### src/hdl/upe_pkg.sv
package upe_pkg;

    localparam int unsigned BYTE_W     = 8;
    localparam int unsigned COUNT_W    = 16;
    localparam int unsigned FIFO_DEPTH = 2;
    localparam int unsigned FIFO_AW    = $clog2(FIFO_DEPTH);
    localparam int unsigned FIFO_CW    = $clog2(FIFO_DEPTH + 1);

    localparam logic [COUNT_W-1:0] CAP_RESET   = 16'd256;
    localparam logic [COUNT_W-1:0] SLACK_BYTES = 16'd4;

    localparam logic [BYTE_W-1:0] CHAR_TERM    = 8'h00;
    localparam logic [BYTE_W-1:0] CHAR_SPACE   = 8'h20;
    localparam logic [BYTE_W-1:0] CHAR_PLUS    = 8'h2B;
    localparam logic [BYTE_W-1:0] CHAR_PERCENT = 8'h25;
    localparam logic [BYTE_W-1:0] HEX_ALPHA    = 8'd55;
    localparam logic [BYTE_W-1:0] HEX_DIGIT    = 8'd48;

    // one queued job for the back end: a literal byte or a byte to escape
    typedef struct packed {
        logic              esc;
        logic [BYTE_W-1:0] data;
    } upe_entry_t;

    typedef enum logic [2:0] {
        ST_IDLE = 3'b001,
        ST_HI   = 3'b010,
        ST_LO   = 3'b100
    } upe_state_t;

    function automatic logic [BYTE_W-1:0] hex_char(input logic [3:0] nib);
        logic [BYTE_W-1:0] wide;
        wide = {4'b0000, nib};
        return (nib > 4'd9) ? wide + HEX_ALPHA : wide + HEX_DIGIT;
    endfunction

    function automatic logic passes_through(input logic [BYTE_W-1:0] c);
        logic ok;
        ok = ((c >= 8'h61) && (c <= 8'h7A)) ||
             ((c >= 8'h41) && (c <= 8'h5A)) ||
             ((c >= 8'h30) && (c <= 8'h39));
        case (c)
            8'h3D, 8'h21, 8'h7E, 8'h2A, 8'h27, 8'h28, 8'h29: ok = 1'b1;
            default: ;
        endcase
        return ok;
    endfunction

endpackage

### src/hdl/url_percent_encoder_top.sv
// Each queued entry is stored in the queue, then loaded into the output register.
// Throughput: one input beat per cycle while the queue is not full; an escaped
// byte becomes three output bytes, one per cycle while m_tready is high.
// A two-entry queue decouples input classification from output sequencing.
// Reset (aresetn low, synchronous): queue and output empty, count 0, capacity 256.
module url_percent_encoder_top (
    input  logic                        aclk,
    input  logic                        aresetn,
    input  logic                        cfg_valid,
    output logic                        cfg_ready,
    input  logic [upe_pkg::COUNT_W-1:0] cfg_data,   // dest_capacity
    input  logic                        s_tvalid,
    output logic                        s_tready,
    input  logic [upe_pkg::BYTE_W-1:0]  s_tdata,    // [7:0] in_byte
    output logic                        m_tvalid,
    input  logic                        m_tready,
    output logic [upe_pkg::BYTE_W-1:0]  m_tdata,    // [7:0] out_byte
    output logic                        m_tlast
);

    logic                q_push;
    logic                q_pop;
    logic                q_full;
    logic                q_not_empty;
    upe_pkg::upe_entry_t q_wdata;
    upe_pkg::upe_entry_t q_rdata;

    upe_front u_front (
        .aclk      (aclk),
        .aresetn   (aresetn),
        .cfg_valid (cfg_valid),
        .cfg_ready (cfg_ready),
        .cfg_data  (cfg_data),
        .s_tvalid  (s_tvalid),
        .s_tready  (s_tready),
        .in_byte   (s_tdata),
        .q_full    (q_full),
        .q_push    (q_push),
        .q_data    (q_wdata)
    );

    upe_fifo u_fifo (
        .aclk      (aclk),
        .aresetn   (aresetn),
        .push      (q_push),
        .push_data (q_wdata),
        .full      (q_full),
        .pop       (q_pop),
        .pop_data  (q_rdata),
        .not_empty (q_not_empty)
    );

    upe_back u_back (
        .aclk        (aclk),
        .aresetn     (aresetn),
        .q_not_empty (q_not_empty),
        .q_data      (q_rdata),
        .q_pop       (q_pop),
        .m_tvalid    (m_tvalid),
        .m_tready    (m_tready),
        .out_byte    (m_tdata),
        .m_tlast     (m_tlast)
    );

endmodule

### src/hdl/upe_fifo.sv
module upe_fifo (
    input  logic                aclk,
    input  logic                aresetn,
    input  logic                push,
    input  upe_pkg::upe_entry_t push_data,
    output logic                full,
    input  logic                pop,
    output upe_pkg::upe_entry_t pop_data,
    output logic                not_empty
);

    upe_pkg::upe_entry_t                  mem_reg [upe_pkg::FIFO_DEPTH];
    logic [upe_pkg::FIFO_AW-1:0]          wr_ptr_reg, wr_ptr_next;
    logic [upe_pkg::FIFO_AW-1:0]          rd_ptr_reg, rd_ptr_next;
    logic [upe_pkg::FIFO_CW-1:0]          count_reg, count_next;

    localparam logic [upe_pkg::FIFO_CW-1:0] DEPTH_C = upe_pkg::FIFO_CW'(upe_pkg::FIFO_DEPTH);
    localparam logic [upe_pkg::FIFO_AW-1:0] LAST_C  = upe_pkg::FIFO_AW'(upe_pkg::FIFO_DEPTH - 1);

    assign full      = (count_reg == DEPTH_C);
    assign not_empty = (count_reg != '0);
    assign pop_data  = mem_reg[rd_ptr_reg];

    always_comb begin
        wr_ptr_next = wr_ptr_reg;
        rd_ptr_next = rd_ptr_reg;
        count_next  = count_reg;
        if (push) begin
            wr_ptr_next = (wr_ptr_reg == LAST_C) ? '0 : wr_ptr_reg + 1'b1;
        end
        if (pop) begin
            rd_ptr_next = (rd_ptr_reg == LAST_C) ? '0 : rd_ptr_reg + 1'b1;
        end
        if (push && !pop) begin
            count_next = count_reg + 1'b1;
        end else if (pop && !push) begin
            count_next = count_reg - 1'b1;
        end
    end

    always_ff @(posedge aclk) begin
        if (!aresetn) begin
            wr_ptr_reg <= '0;
            rd_ptr_reg <= '0;
            count_reg  <= '0;
        end else begin
            wr_ptr_reg <= wr_ptr_next;
            rd_ptr_reg <= rd_ptr_next;
            count_reg  <= count_next;
        end
    end

    always_ff @(posedge aclk) begin
        if (push) begin
            mem_reg[wr_ptr_reg] <= push_data;
        end
    end

endmodule

### src/hdl/upe_front.sv
module upe_front (
    input  logic                         aclk,
    input  logic                         aresetn,
    input  logic                         cfg_valid,
    output logic                         cfg_ready,
    input  logic [upe_pkg::COUNT_W-1:0]  cfg_data,
    input  logic                         s_tvalid,
    output logic                         s_tready,
    input  logic [upe_pkg::BYTE_W-1:0]   in_byte,
    input  logic                         q_full,
    output logic                         q_push,
    output upe_pkg::upe_entry_t          q_data
);

    logic [upe_pkg::COUNT_W-1:0] cap_reg, cap_next;
    logic [upe_pkg::COUNT_W-1:0] count_reg, count_next;
    logic [upe_pkg::COUNT_W-1:0] limit;
    logic [upe_pkg::COUNT_W:0]   sum;
    logic [1:0]                  n_out;
    logic                        accept;
    logic                        is_term;
    logic                        is_lit;

    assign cfg_ready = 1'b1;
    assign s_tready  = !q_full;
    assign accept    = s_tvalid && s_tready;

    assign limit   = (cap_reg > upe_pkg::SLACK_BYTES) ? cap_reg - upe_pkg::SLACK_BYTES : '0;
    assign is_term = (in_byte == upe_pkg::CHAR_TERM);
    assign is_lit  = (in_byte == upe_pkg::CHAR_SPACE) || upe_pkg::passes_through(in_byte);
    assign n_out   = is_lit ? 2'd1 : 2'd3;
    assign sum     = {1'b0, count_reg} + {{(upe_pkg::COUNT_W-1){1'b0}}, n_out};

    always_comb begin
        cap_next   = cap_reg;
        count_next = count_reg;
        q_push     = 1'b0;
        q_data.esc  = !is_lit;
        q_data.data = (in_byte == upe_pkg::CHAR_SPACE) ? upe_pkg::CHAR_PLUS : in_byte;
        if (cfg_valid) begin
            cap_next = cfg_data;
        end
        if (accept) begin
            if (is_term) begin
                q_push      = 1'b1;
                q_data.esc  = 1'b0;
                q_data.data = upe_pkg::CHAR_TERM;
                count_next  = '0;
            end else if (count_reg < limit) begin
                q_push     = 1'b1;
                count_next = sum[upe_pkg::COUNT_W] ? '1 : sum[upe_pkg::COUNT_W-1:0];
            end
        end
    end

    always_ff @(posedge aclk) begin
        if (!aresetn) begin
            cap_reg   <= upe_pkg::CAP_RESET;
            count_reg <= '0;
        end else begin
            cap_reg   <= cap_next;
            count_reg <= count_next;
        end
    end

endmodule

### src/hdl/upe_back.sv
module upe_back (
    input  logic                        aclk,
    input  logic                        aresetn,
    input  logic                        q_not_empty,
    input  upe_pkg::upe_entry_t         q_data,
    output logic                        q_pop,
    output logic                        m_tvalid,
    input  logic                        m_tready,
    output logic [upe_pkg::BYTE_W-1:0]  out_byte,
    output logic                        m_tlast
);

    upe_pkg::upe_state_t          state_reg, state_next;
    logic [upe_pkg::BYTE_W-1:0]   esc_reg, esc_next;
    logic [upe_pkg::BYTE_W-1:0]   byte_reg, byte_next;
    logic                         last_reg, last_next;
    logic                         valid_reg, valid_next;
    logic                         slot_free;

    assign slot_free = !valid_reg || m_tready;
    assign m_tvalid  = valid_reg;
    assign out_byte  = byte_reg;
    assign m_tlast   = last_reg;

    always_comb begin
        state_next = state_reg;
        esc_next   = esc_reg;
        byte_next  = byte_reg;
        last_next  = last_reg;
        valid_next = valid_reg && !m_tready;
        q_pop      = 1'b0;
        if (slot_free) begin
            case (state_reg)
                upe_pkg::ST_HI: begin
                    byte_next  = upe_pkg::hex_char(esc_reg[7:4]);
                    last_next  = 1'b0;
                    valid_next = 1'b1;
                    state_next = upe_pkg::ST_LO;
                end
                upe_pkg::ST_LO: begin
                    byte_next  = upe_pkg::hex_char(esc_reg[3:0]);
                    last_next  = 1'b1;
                    valid_next = 1'b1;
                    state_next = upe_pkg::ST_IDLE;
                end
                default: begin
                    if (q_not_empty) begin
                        q_pop      = 1'b1;
                        valid_next = 1'b1;
                        if (q_data.esc) begin
                            byte_next  = upe_pkg::CHAR_PERCENT;
                            last_next  = 1'b0;
                            esc_next   = q_data.data;
                            state_next = upe_pkg::ST_HI;
                        end else begin
                            byte_next = q_data.data;
                            last_next = 1'b1;
                        end
                    end
                end
            endcase
        end
    end

    always_ff @(posedge aclk) begin
        if (!aresetn) begin
            state_reg <= upe_pkg::ST_IDLE;
            valid_reg <= 1'b0;
        end else begin
            state_reg <= state_next;
            valid_reg <= valid_next;
        end
    end

    always_ff @(posedge aclk) begin
        esc_reg  <= esc_next;
        byte_reg <= byte_next;
        last_reg <= last_next;
    end

endmodule
### config.mk
export PLATFORM = sky130hd
export DESIGN_NAME = url_percent_encoder_top
export DESIGN_NICKNAME = d
export VERILOG_FILES = /design/src/hdl/upe_pkg.sv /design/src/hdl/url_percent_encoder_top.sv /design/src/hdl/upe_fifo.sv /design/src/hdl/upe_front.sv /design/src/hdl/upe_back.sv
export SDC_FILE = /design/constraint.sdc
export NUM_CORES = 1
export LEC_CHECK = 0
export ABC_AREA = 1
export BUFFER_PORTS_ARGS = -buffer_cell sky130_fd_sc_hd__buf_2
export CAP_MARGIN = 10
export CORE_ASPECT_RATIO = 2
export CORE_MARGIN = 2
export CORE_UTILIZATION = 60
export CTS_BUF_LIST = sky130_fd_sc_hd__clkbuf_4 sky130_fd_sc_hd__clkbuf_8
export DETAILED_ROUTE_END_ITERATION = 16
export PLACE_DENSITY = 0.84
export REMOVE_ABC_BUFFERS = 1
export SETUP_SLACK_MARGIN = 0.5
export SYNTH_ARGS = -nofsm -noshare
export SYNTH_HDL_FRONTEND = slang
export SYNTH_SLANG_ARGS = --single-unit
export TNS_END_PERCENT = 50
### constraint.sdc
create_clock -name aclk -period 10.35 [get_ports aclk]
set_input_delay 1.5525 -clock aclk [delete_from_list [all_inputs] [get_ports aclk]]
set_output_delay 1.5525 -clock aclk [all_outputs]
set_load 0.02 [all_outputs]
## Word level (Yosys, flattened, before mapping)

Memory sizes are Yosys's and may differ from the RTL's. A register that Yosys moved wholly into a read port is not among the register bits.
Cells that the tools add are included.

| word-level totals | value |
|---|---|
| bits in registers | 57 |
| RAM bits | 18 |
| input bits | 29 |
| logic and storage cells | 109 |
| memories | 1 |

Memory list:

| name | depth | width | read ports | clocked after memory_dff | write ports | line | source |
|---|---|---|---|---|---|---|---|
| u_fifo.mem_reg | 2 | 9 | 1 | 1 | 1 | upe_fifo.sv:12 | `upe_pkg::upe_entry_t mem_reg [upe_pkg::FIFO_DEPTH];` |

| cells by class | value |
|---|---|
| add/sub/neg operators | 10 |
| order comparisons | 10 |
| equal/unequal tests | 11 |
| mux-type cells | 37 |
| bitwise gates (word level) | 1 |
| reduce and logical (&&, ||, !) cells | 29 |

Operators by type and width:

| kind | number |
|---|---|
| 16-bit two-way mux | 4 |
| 8-bit by 6-bit equality test with 1-bit output, second input constant | 7 |
| 8-bit two-way mux | 5 |
| 4-bit by 6-bit adder with 7-bit output, second input constant | 4 |
| 1-bit two-way mux | 18 |
| 9-bit two-way mux | 2 |
| 16-bit by 2-bit adder with 17-bit output | 1 |
| 8-bit by 7-bit >= comparator with 1-bit output, second input constant | 2 |
| 16-bit by 3-bit greater-than comparator with 1-bit output, second input constant | 1 |
| 8-bit by 7-bit less-or-equal comparator with 1-bit output, second input constant | 2 |
| 16-bit less-than comparator | 1 |
| 8-bit case mux with 2 select lines | 1 |
| 16-bit by 3-bit subtractor with 16-bit output, second input constant | 1 |
| 8-bit by 7-bit equality test with 1-bit output, second input constant | 1 |
| 8-bit by 6-bit >= comparator with 1-bit output, second input constant | 1 |
| 4-bit greater-than comparator, second input constant | 2 |
| 8-bit by 6-bit less-or-equal comparator with 1-bit output, second input constant | 1 |
| 8-bit logical NOT | 1 |
| 1-bit logical AND | 7 |
| 7-bit OR reduction | 1 |
| 1-bit logical NOT | 6 |
| 2-bit two-way mux | 3 |
| 3-bit two-way mux | 2 |
| 3-bit case mux with 2 select lines | 1 |
| 15 further kinds | 23 |

## Logic depth before layout (Yosys ltp)

Gate-level depths: netlist of the first run.

| depth | value |
|---|---|
| depth after elaboration | 11 |
| mapped depth | 23 |

## By module

Synthesis of the first run repeated with hierarchy kept, for this count alone.

| unflattened totals | value |
|---|---|
| cells, all modules | 549 |
| area, all modules | 4423.0 um2 |

By module, submodules not included:

| module | instances | cells an instance | area an instance (um2) |
|---|---|---|---|
| upe_front | 1 | 379 | 2486.1 |
| upe_back | 1 | 109 | 1054.8 |
| upe_fifo | 1 | 61 | 882.1 |

## Worst setup path before layout of the first run

OpenSTA, ideal clock, no wires.

| timing | value |
|---|---|
| path type | input to register |
| start | input s_tdata[6] (netlist name) |
| end | register u_front.count_reg[13] (netlist name) |
| setup time | 71 ps |
| arrival | 3711 ps |
| required time | 10279 ps |
| path slack | 6568 ps |
| stages | 20 |
| path buffers | 0 |
| cells stage by stage | nor2_1 -> inv_1 -> nor3_1 -> nand3_1 -> o31ai_1 -> nand3_1 -> nand3_1 -> inv_1 -> ha_1 -> nand3_1 -> nand2_1 -> nand2_1 -> nor3_2 -> inv_1 -> nor2_2 -> nand2_1 -> or2_0 -> nand3_1 -> nand4_1 -> a21oi_1 |

| between the ends | value |
|---|---|
| longest elaborated chain between the ends | 11 |
| elaborated cells on any way between the ends | 30 |

Ends and longest elaborated chain:

| item | line | source |
|---|---|---|
| start: declaration | url_percent_encoder_top.sv:14 | `input logic [upe_pkg::BYTE_W-1:0] s_tdata,` |
| 8-bit by 7-bit >= comparator with 1-bit output (tied with other cells) | upe_pkg.sv:39 | `ok = ((c >= 8'h61) && (c <= 8'h7A)) \|\|` |
| 1-bit logical AND, on equally long branches | upe_pkg.sv:39, upe_pkg.sv:40 |  |
| 1-bit logical OR | upe_pkg.sv:39 |  |
| 1-bit logical OR | upe_pkg.sv:40 | `((c >= 8'h41) && (c <= 8'h5A)) \|\|` |
| 1-bit two-way mux | upe_pkg.sv:42 | `case (c)` |
| 1-bit logical OR | upe_front.sv:30 | `assign is_lit = (in_byte == upe_pkg::CHAR_SPACE) \|\| upe_pkg::passes_through(in_byte);` |
| 2-bit two-way mux | upe_front.sv:31 | `assign n_out = is_lit ? 2'd1 : 2'd3;` |
| 16-bit by 2-bit adder with 17-bit output | upe_front.sv:32 | `assign sum = {1'b0, count_reg} + {{(upe_pkg::COUNT_W-1){1'b0}}, n_out};` |
| 16-bit two-way mux | upe_front.sv:51 | `count_next = sum[upe_pkg::COUNT_W] ? '1 : sum[upe_pkg::COUNT_W-1:0];` |
| 16-bit two-way mux | upe_front.sv:49 | `end else if (count_reg < limit) begin` |
| 16-bit two-way mux | upe_front.sv:44 | `if (is_term) begin` |
| end signal: assignment | upe_front.sv:62 | `count_reg <= count_next;` |
| end: declaration | upe_front.sv:16 | `logic [upe_pkg::COUNT_W-1:0] count_reg, count_next;` |

Parallel ways exist; a longest one is shown, timed or not. The select of a mux whose other input is x is not followed.
A chain may end at the register's enable or synchronous reset.

## Worst setup path after layout of the first run

| timing | value |
|---|---|
| start | input s_tdata[1] (netlist name) |
| end | register u_front.count_reg[2] (netlist name) |

The elaborated chain is that of the path after synthesis.

==> Implementation_results.wiki, run 1 <==
{| class="wikitable"
! Metric !! Value
|-
| Outcome || finished clean
|-
| Power after layout || 0.9082 mW
|-
| Congestion Overflow GR || 0
|-
| Internal portion of total power || 0.5834 mW
|-
| Hold-critical path endpoint || u_front.cap_reg[0]
|-
| Critical Path Sink Type || flop
|-
| Max-Cap Viols || 0
|-
| Quantity of I/O buffers inserted on ports || 39
|-
| Crit path arrival time || 4.28 ns
|-
| Residual antenna-violating net count after detailed routing || 0
|-
| Final cell count without fillers || 689
|-
| Mean area per synthesized cell || 7.804 um2
|-
| Switching fraction of total power || 0.3576
|-
| Gpl congestion || 0.8923
|-
| Number of H-tree levels || 3
|-
| Worst rel slew slack || 0.3921
|-
| RSZ-0062 raised after global routing || false
|-
| CTS Buffer Depth || 2
|-
| Core area || 7157 um2
|-
| Lkg Pwr || 2.083 nW
|-
| Fraction of layout cells with a size suffix above 1 || 0.1357
|-
| Syn Inst Count || 561
|-
| Relative contribution of the clock network to total power || 0.223
|-
| Overall die width || 64.40 um
|-
| Hold Startpoint || u_front.cap_reg[0]
|-
| N_diodes || 0
|-
| Area of the mapped netlist || 4378 um2
|-
| Min-Delay Path Depth || 2
|-
| Gr usage total || 0.2419
|-
| Clock tree from TritonCTS || done
|-
| Clock insertion delay at the later pin of the skew report || 0.36 ns
|-
| Minimum setup slack among reg-to-reg paths || 6.41 ns
|-
| Count of clock tree sinks || 76
|-
| Final-stage net count || 645
|-
| Number of flip-flops in the largest register || 18
|-
| Largest net degree at the start of global routing || 24
|-
| Distinct cell type count of the synthesized netlist || 46
|-
| Number of cells traversed by the worst register-to-register path || 17
|-
| Root Buffer Master || clkbuf_8
|-
| Area Overhead vs Synth || 8.945%
|-
| Number of iterations in the first detailed-routing pass || 5
|-
| Drt first-iter violations || 350
|-
| Final core utilization || 0.6664
|-
| Number of placed I/O pins || 41
|-
| Final routed wire length divided by cell count || 12.94 um
|-
| Pin slew with the least headroom to its limit || 0.9119 ns
|-
| Required time worst endpoint || 10.62 ns
|-
| Worst clock skew on the final layout || 0.01283 ns
|-
| Fin crit share || 0.3876
|-
| Post-CTS sizing || 0
|-
| Cell total after placement || 673
|-
| DR vias || 3808
|-
| Setup crit start kind || input port
|-
| Seq. cell area || 1872 um2
|-
| Startpoint of the most critical register-to-register path || u_front.cap_reg[4]
|-
| Total net switching power || 0.3248 mW
|-
| Proportion of synthesized chip area in sequential cells || 0.4276
|-
| Fmax achieved || 249.3 MHz
|-
| Maximum vdd ir drop || 0.1155 mV
|-
| Fin worst setup slack || 6.338 ns
|-
| Global-route wire length before repair || 15.57 mm
|-
| Worst R2R End || u_fifo.mem_reg[1][6]
|-
| Kind of critical path || input port to flop
|-
| Post-CTS Hold Fix Bufs || 0
|-
| Max Transition Viols Final || 0
|-
| Number of endpoints with negative hold slack in the final report || 0
|-
| Post-route DRC violation count || 0
|-
| Portion of total power attributed to sequential cells || 0.472
|-
| Pre-CTS setup slack || 6.075 ns
|-
| Yosys Warn Count || 0
|-
| DPL Wire Length || 6.469 mm
|-
| Area occupied by multi-input gates || 2147 um2
|-
| Total power divided by cell area || 190.4 nW/um2
|-
| Initial standard-cell utilization of the core || 0.6117
|-
| Via-to-Cell Ratio || 5.527
|-
| Time the final worst path needs with I/O delays and setup || 4.012 ns
|-
| TritonCTS Buffers || 9
|-
| Clock transition at path regs || 0.07 ns
|-
| Number of global-route vias before repair || 3653
|-
| Class of the tightest hold or removal check || flop to flop
|-
| Sum Neg Setup Slack || 0 ns
|-
| Routed wire length || 8.919 mm
|-
| Antenna violations before repair || 0
|-
| Biggest fanout along the worst timing path || 14
|-
| Logic pwr share || 0.305
|-
| Rows || 44
|-
| Final Setup Violations || 0
|-
| Vertical extent of the die || 124.8 um
|-
| Register bit total from synthesis || 76
|-
| Total die area || 8037 um2
|-
| Post-CTS setup buffer count || 0
|-
| Fill cell instance count of the final layout || 624
|}
## cells by family (layout without fill, tap and decap cells)
family,Yosys count,after routing,synth area share
AND/OR/NAND/NOR,270,270,0.2861
AO/OA/AOI/OAI,95,95,0.1189
adder cells (fa/ha/maj),24,24,0.07031
XOR/XNOR,6,6,0.01201
buffers and inverters,88,124,0.08202
multiplexers,1,1,0.002286
flip-flops,76,76,0.4276
other,1,1,0.0008566
## stage by stage
step / hold slack (ns) / area, um2
final: 0.4857 / 4770
after global routing: 0.5264 / 4770
after CTS: 0.4954 / 4770
after detailed placement: 0.4844 / 4592
after global placement: 0.4662 / 4592
after floorplan: 0.4488 / 4274
## layout make-up
cell class	instances	area share
Timing Repair Buffer	40	0.04250
Clock buffer	12	0.03200
Sequential cell	76	0.3924
Multi-Input combinational cell	397	0.4502
Inverter	68	0.05352
Tap cell	92	0.02413
Clock inverter	4	0.005247
## per-layer routing
layer / global-route usage / wire length, um / vias to the layer above
li1: - / - / 1953
met2: 0.3873 / 4355 / 124
met5: 0 / 0 / -
met4: 0.1176 / 184 / 0
met3: 0.05420 / 542 / 17
met1: 0.3041 / 3837 / 1714
## layout by cell type (no fill, tap or decap), drive strengths merged, types with 23 or more instances in the layout
master,n
nand3,47
inv,67
nand2,108
o21ai,35
ha,23
nor2,68
buf,40
dfxtp,41
a21oi,45
edfxtp,35
## synthesized netlist by cell type (all sizes together)
master	number	area, um2
a211oi	2	15.01
fa	1	20.02
nand3	47	235.2
nand3b	2	15.01
a21oi	45	229.0
nor3b	1	7.510
ha	23	287.8
buf	7	55.05
edfxtp	35	1051
o22ai	1	6.260
o41ai	2	17.52
o221ai	2	17.52
nand4	21	131.4
nand2	108	439.2
nor2	68	265.3
a22oi	1	7.510
inv	67	251.5
nor4	4	46.29
o211ai	2	15.01
clkinv	1	3.750
or2	10	62.56
a21o	1	7.510
o31ai	1	7.510
o21ai	35	175.2
conb	1	3.750
dfxtp	41	820.8
a221oi	1	8.760
xnor2	3	26.28
a31oi	1	6.260
xor2	3	26.28
mux2i	1	10.01
nor3	9	50.05
clkbuf	13	48.80
o21bai	1	7.510
## how the worst max path moves through the flow
stage                        from               endpoint  slack [ns]  depth (start not counted)
2_1_floorplan          s_tdata[6]  u_front.count_reg[13]        6.54                         20
3_3_place_gp           s_tdata[6]   u_fifo.mem_reg[1][6]        6.14                          8
3_5_place_dp           s_tdata[7]   u_fifo.mem_reg[1][6]        6.07                          8
4_1_cts        u_front.cap_reg[2]   u_fifo.mem_reg[1][5]        6.40                         17
5_1_grt        u_front.cap_reg[2]    u_fifo.count_reg[1]        6.04                         23
6_report               s_tdata[1]   u_front.count_reg[2]        6.34                         19
## critical path: stages
cell      delay (ns)
buf_2           0.14
nor2_1          0.11
nand2_1         0.08
inv_1           0.08
nor2_1          0.04
o221ai_1        0.20
nand3_1         0.16
inv_1           0.12
fa_1            0.20
nand2_1         0.06
inv_1           0.09
nand2_1         0.10
nor2_2          0.15
nand2_1         0.12
nor4_2          0.30
nand2_2         0.27
o21ai_0         0.19
nand4_1         0.14
a21oi_1         0.17
## power by group through the flow
stage / logic [mW] / clock network (mW) / registers (mW)
2_1_floorplan: 0.175 / 0 / 0.453
3_3_place_gp: 0.267 / 0 / 0.434
3_5_place_dp: 0.275 / 0 / 0.435
4_1_cts: 0.277 / 0.208 / 0.428
5_1_grt: 0.315 / 0.219 / 0.435
6_report: 0.277 / 0.203 / 0.428
Note: power is estimated with default switching activity, not from simulation.
==> run 2: changes to the inputs <==
- CORE_UTILIZATION: 60 -> 56
- PLACE_DENSITY: 0.84 -> 0.82
- clock period: 10.35 -> 3.22 ns (I/O delays scaled with it)
==> run 2 against run 1 <==
  * Critical path depth increased by 3
  * Die area increased by 6.8%
  * Hold slack got worse by 0.16 ns
  * Clock-buffer cell count decreased by 1
  * Final cell count increased by 6.1%
  * First-iteration DRC count decreased by 2.3%
  * Power increased to 3.7 times the previous value
  * Critical endpoint is now u_fifo.count_reg[1]
  * Largest power group unchanged
  * Highest routed layer unchanged
==> Implementation_results.wiki, run 2 (synthesized netlist as in run 1, its figures left out) <==
{| class="wikitable"
! Metric !! Value
|-
| Outcome || finished clean
|-
| Clock tree from TritonCTS || done
|-
| Final core utilization || 0.7091 (+0.04270)
|-
| Global-route wire length before repair || 18.73 mm (+20%)
|-
| Max-Cap Viols || 0 (unchanged)
|-
| Number of endpoints with negative hold slack in the final report || 0 (unchanged)
|-
| Core area || 7601 um2 (+6.2%)
|-
| Fraction of layout cells with a size suffix above 1 || 0.2402 (+0.1045)
|-
| CTS Buffer Depth || 2 (unchanged)
|-
| Final-stage net count || 685 (+6.2%)
|-
| Final cell count without fillers || 731 (+6.1%)
|-
| Via-to-Cell Ratio || 5.948 (+7.6%)
|-
| Maximum vdd ir drop || 0.4021 mV (+250%)
|-
| DPL Wire Length || 8.065 mm (+25%)
|-
| Initial standard-cell utilization of the core || 0.5760 (-0.03575)
|-
| Clock transition at path regs || 0.08 ns (about the same)
|-
| Gr usage total || 0.2904 (+0.04841)
|-
| Most common cell after layout, fill and taps aside || nand2_1
|-
| Number of flip-flops in the largest register || 18 (unchanged)
|-
| Highest-count cells in the layout ignoring fill and taps || 98 x nand2_1, 61 x inv_1, 60 x nor2_1
|-
| Crit path arrival time || 3.40 ns (-0.88 ns)
|-
| Total die area || 8584 um2 (+6.8%)
|-
| Pin slew with the least headroom to its limit || 0.7456 ns (-0.1663 ns)
|-
| Cell total after placement || 697 (+3.6%)
|-
| Max Transition Viols Final || 0 (unchanged)
|-
| Antenna violations before repair || 0 (unchanged)
|-
| Gpl congestion || 0.9247 (+3.6%)
|-
| Critical Path Sink Type || flop
|-
| Residual antenna-violating net count after detailed routing || 0 (unchanged)
|-
| Final instance area || 5390 um2 (+13%)
|-
| Number of global-route vias before repair || 4271 (+17%)
|-
| N_diodes || 0 (unchanged)
|-
| Kind of critical path || flop to flop
|-
| Min-Delay Path Depth || 3 (+1)
|-
| Number of iterations in the first detailed-routing pass || 5 (unchanged)
|-
| Required time worst endpoint || 3.48 ns (-7.14 ns)
|-
| Worst clock skew on the final layout || 0.01074 ns (-0.002090 ns)
|-
| Area Overhead vs Synth || 23.12%
|-
| Final Setup Violations || 0 (unchanged)
|-
| Fill cell instance count of the final layout || 560 (-10%)
|-
| Count of clock tree sinks || 76 (unchanged)
|-
| Quantity of I/O buffers inserted on ports || 39 (unchanged)
|-
| Setup crit start kind || flop
|-
| Time the final worst path needs with I/O delays and setup || 3.145 ns
|-
| Hold Startpoint || cfg_data[8]
|-
| Minimum setup slack among reg-to-reg paths || 0.07 ns (-6.34 ns)
|-
| TritonCTS Buffers || 9 (unchanged)
|-
| Number of H-tree levels || 3 (unchanged)
|-
| Rows || 45 (+2.3%)
|-
| Worst R2R End || u_fifo.count_reg[1]
|-
| Largest net degree at the start of global routing || 24 (unchanged)
|-
| Root Buffer Master || clkbuf_8
|-
| RSZ-0062 raised after global routing || true
|-
| Sum Neg Setup Slack || 0 ns (unchanged)
|-
| Dpl cell area || 4760 um2 (+3.7%)
|-
| Final routed wire length divided by cell count || 17.03 um (+32%)
|-
| Total power divided by cell area || 629.6 nW/um2 (+230%)
|-
| Hold-critical path endpoint || u_front.cap_reg[8]
|-
| DR vias || 4348 (+14%)
|-
| Lkg Pwr || 2.386 nW (+15%)
|-
| Number of placed I/O pins || 41 (unchanged)
|-
| Drt first-iter violations || 342 (-2.3%)
|-
| Fin crit share || 0.9768
|-
| Worst rel slew slack || 0.5011 (+0.1091)
|-
| Startpoint of the most critical register-to-register path || u_front.cap_reg[3]
|-
| Power after layout || 3.393 mW (+270%)
|-
| Congestion Overflow GR || 0 (unchanged)
|-
| Fmax achieved || 317.9 MHz
|-
| Biggest fanout along the worst timing path || 4 (-10)
|-
| Number of cells traversed by the worst register-to-register path || 22 (+5)
|-
| Post-route DRC violation count || 0 (unchanged)
|-
| Clock insertion delay at the later pin of the skew report || 0.37 ns (about the same)
|-
| Vertical extent of the die || 129.0 um (+3.4%)
|-
| Routed wire length || 12.45 mm (+40%)
|-
| Overall die width || 66.52 um (+3.3%)
|-
| Class of the tightest hold or removal check || input port to flop
|}
-- run 2: cell types whose count changed in the layout (fill, tap and decap cells not counted), sizes merged --
cell | before | now
bufinv | 0 | 2
clkinv | 3 | 4
buf | 40 | 77
bufbuf | 0 | 2
nand2 | 108 | 109
clkbuf | 12 | 11
clkinvlp | 2 | 0
-- run 2: repair_timing --
item	4_1_cts	5_1_grt
cloned	4	1
gates resized for setup	42	19
setup buffers	6	7
pin swaps	17	22
hold buffers	0	0
setup endpoints to repair	37	37
endpoints found under the hold margin	0	0
-- run 2: layer usage --
layer,part of all wire,track usage,wire length (um),vias to the layer above
li1,-,-,-,2031
met1,0.30,0.2350,3770,1991
met2,0.55,0.5659,6869,240
met3,0.063,0.06858,779,86
met4,0.082,0.2077,1026,0
met5,0,0,0,-
-- run 2: worst max-delay path: stages (launching register included) --
cell and delay (ns):
dfxtp_2 0.33, nor2_1 0.09, nand2_1 0.09, inv_2 0.07, nand2_2 0.06, nor3_2 0.13
nor3b_4 0.25, nand2_1 0.09, inv_2 0.09, nand2_2 0.05, nand2_2 0.09, nand3_4 0.08
ha_4 0.29, nand4_1 0.16, a21oi_2 0.19, nor4_4 0.07, a21oi_2 0.19, inv_2 0.06
ha_4 0.22, a21oi_2 0.12, o21ai_2 0.08, o21ai_1 0.17, a21oi_1 0.06
-- run 2: final cells by class --
cell class	count	area, um2	area share
multi-input combinational	398	2336	0.4334
clock buffer	11	138.9	0.02577
inverter	68	255.2	0.04735
sequential	76	1874	0.3477
timing repair buffer	79	590.6	0.1096
clock inverter	5	77.57	0.01439
tap	94	117.6	0.02182
-- run 2: stage by stage --
stage,hold slack [ns],setup WS (ns)
finish,0.3290,0.07482
global route,0.3326,-0.07898
CTS,0.3239,0.1228
detailed placement,0.4707,-0.3023
global placement,0.4635,-0.08433
floorplan,0.4488,-0.4719
-- run 2: where the power goes --
group | switching (mW) | internal, mW
clock network | 0.357 | 0.451
logic | 0.732 | 0.466
registers | 0.116 | 1.27
total | 1.21 | 2.19
-- run 2: worst max path at each step --
stage	startpoint	endpoint	slack, ns
final	u_front.cap_reg[3]	u_fifo.count_reg[1]	0.07
after global routing	u_front.cap_reg[3]	u_fifo.count_reg[1]	-0.08
after CTS	u_front.cap_reg[4]	u_fifo.count_reg[1]	0.12
after detailed placement	u_front.cap_reg[3]	u_fifo.count_reg[1]	-0.30
after global placement	u_front.cap_reg[3]	u_fifo.count_reg[1]	-0.08
after floorplan	u_front.cap_reg[4]	u_fifo.mem_reg[1][0]	-0.47
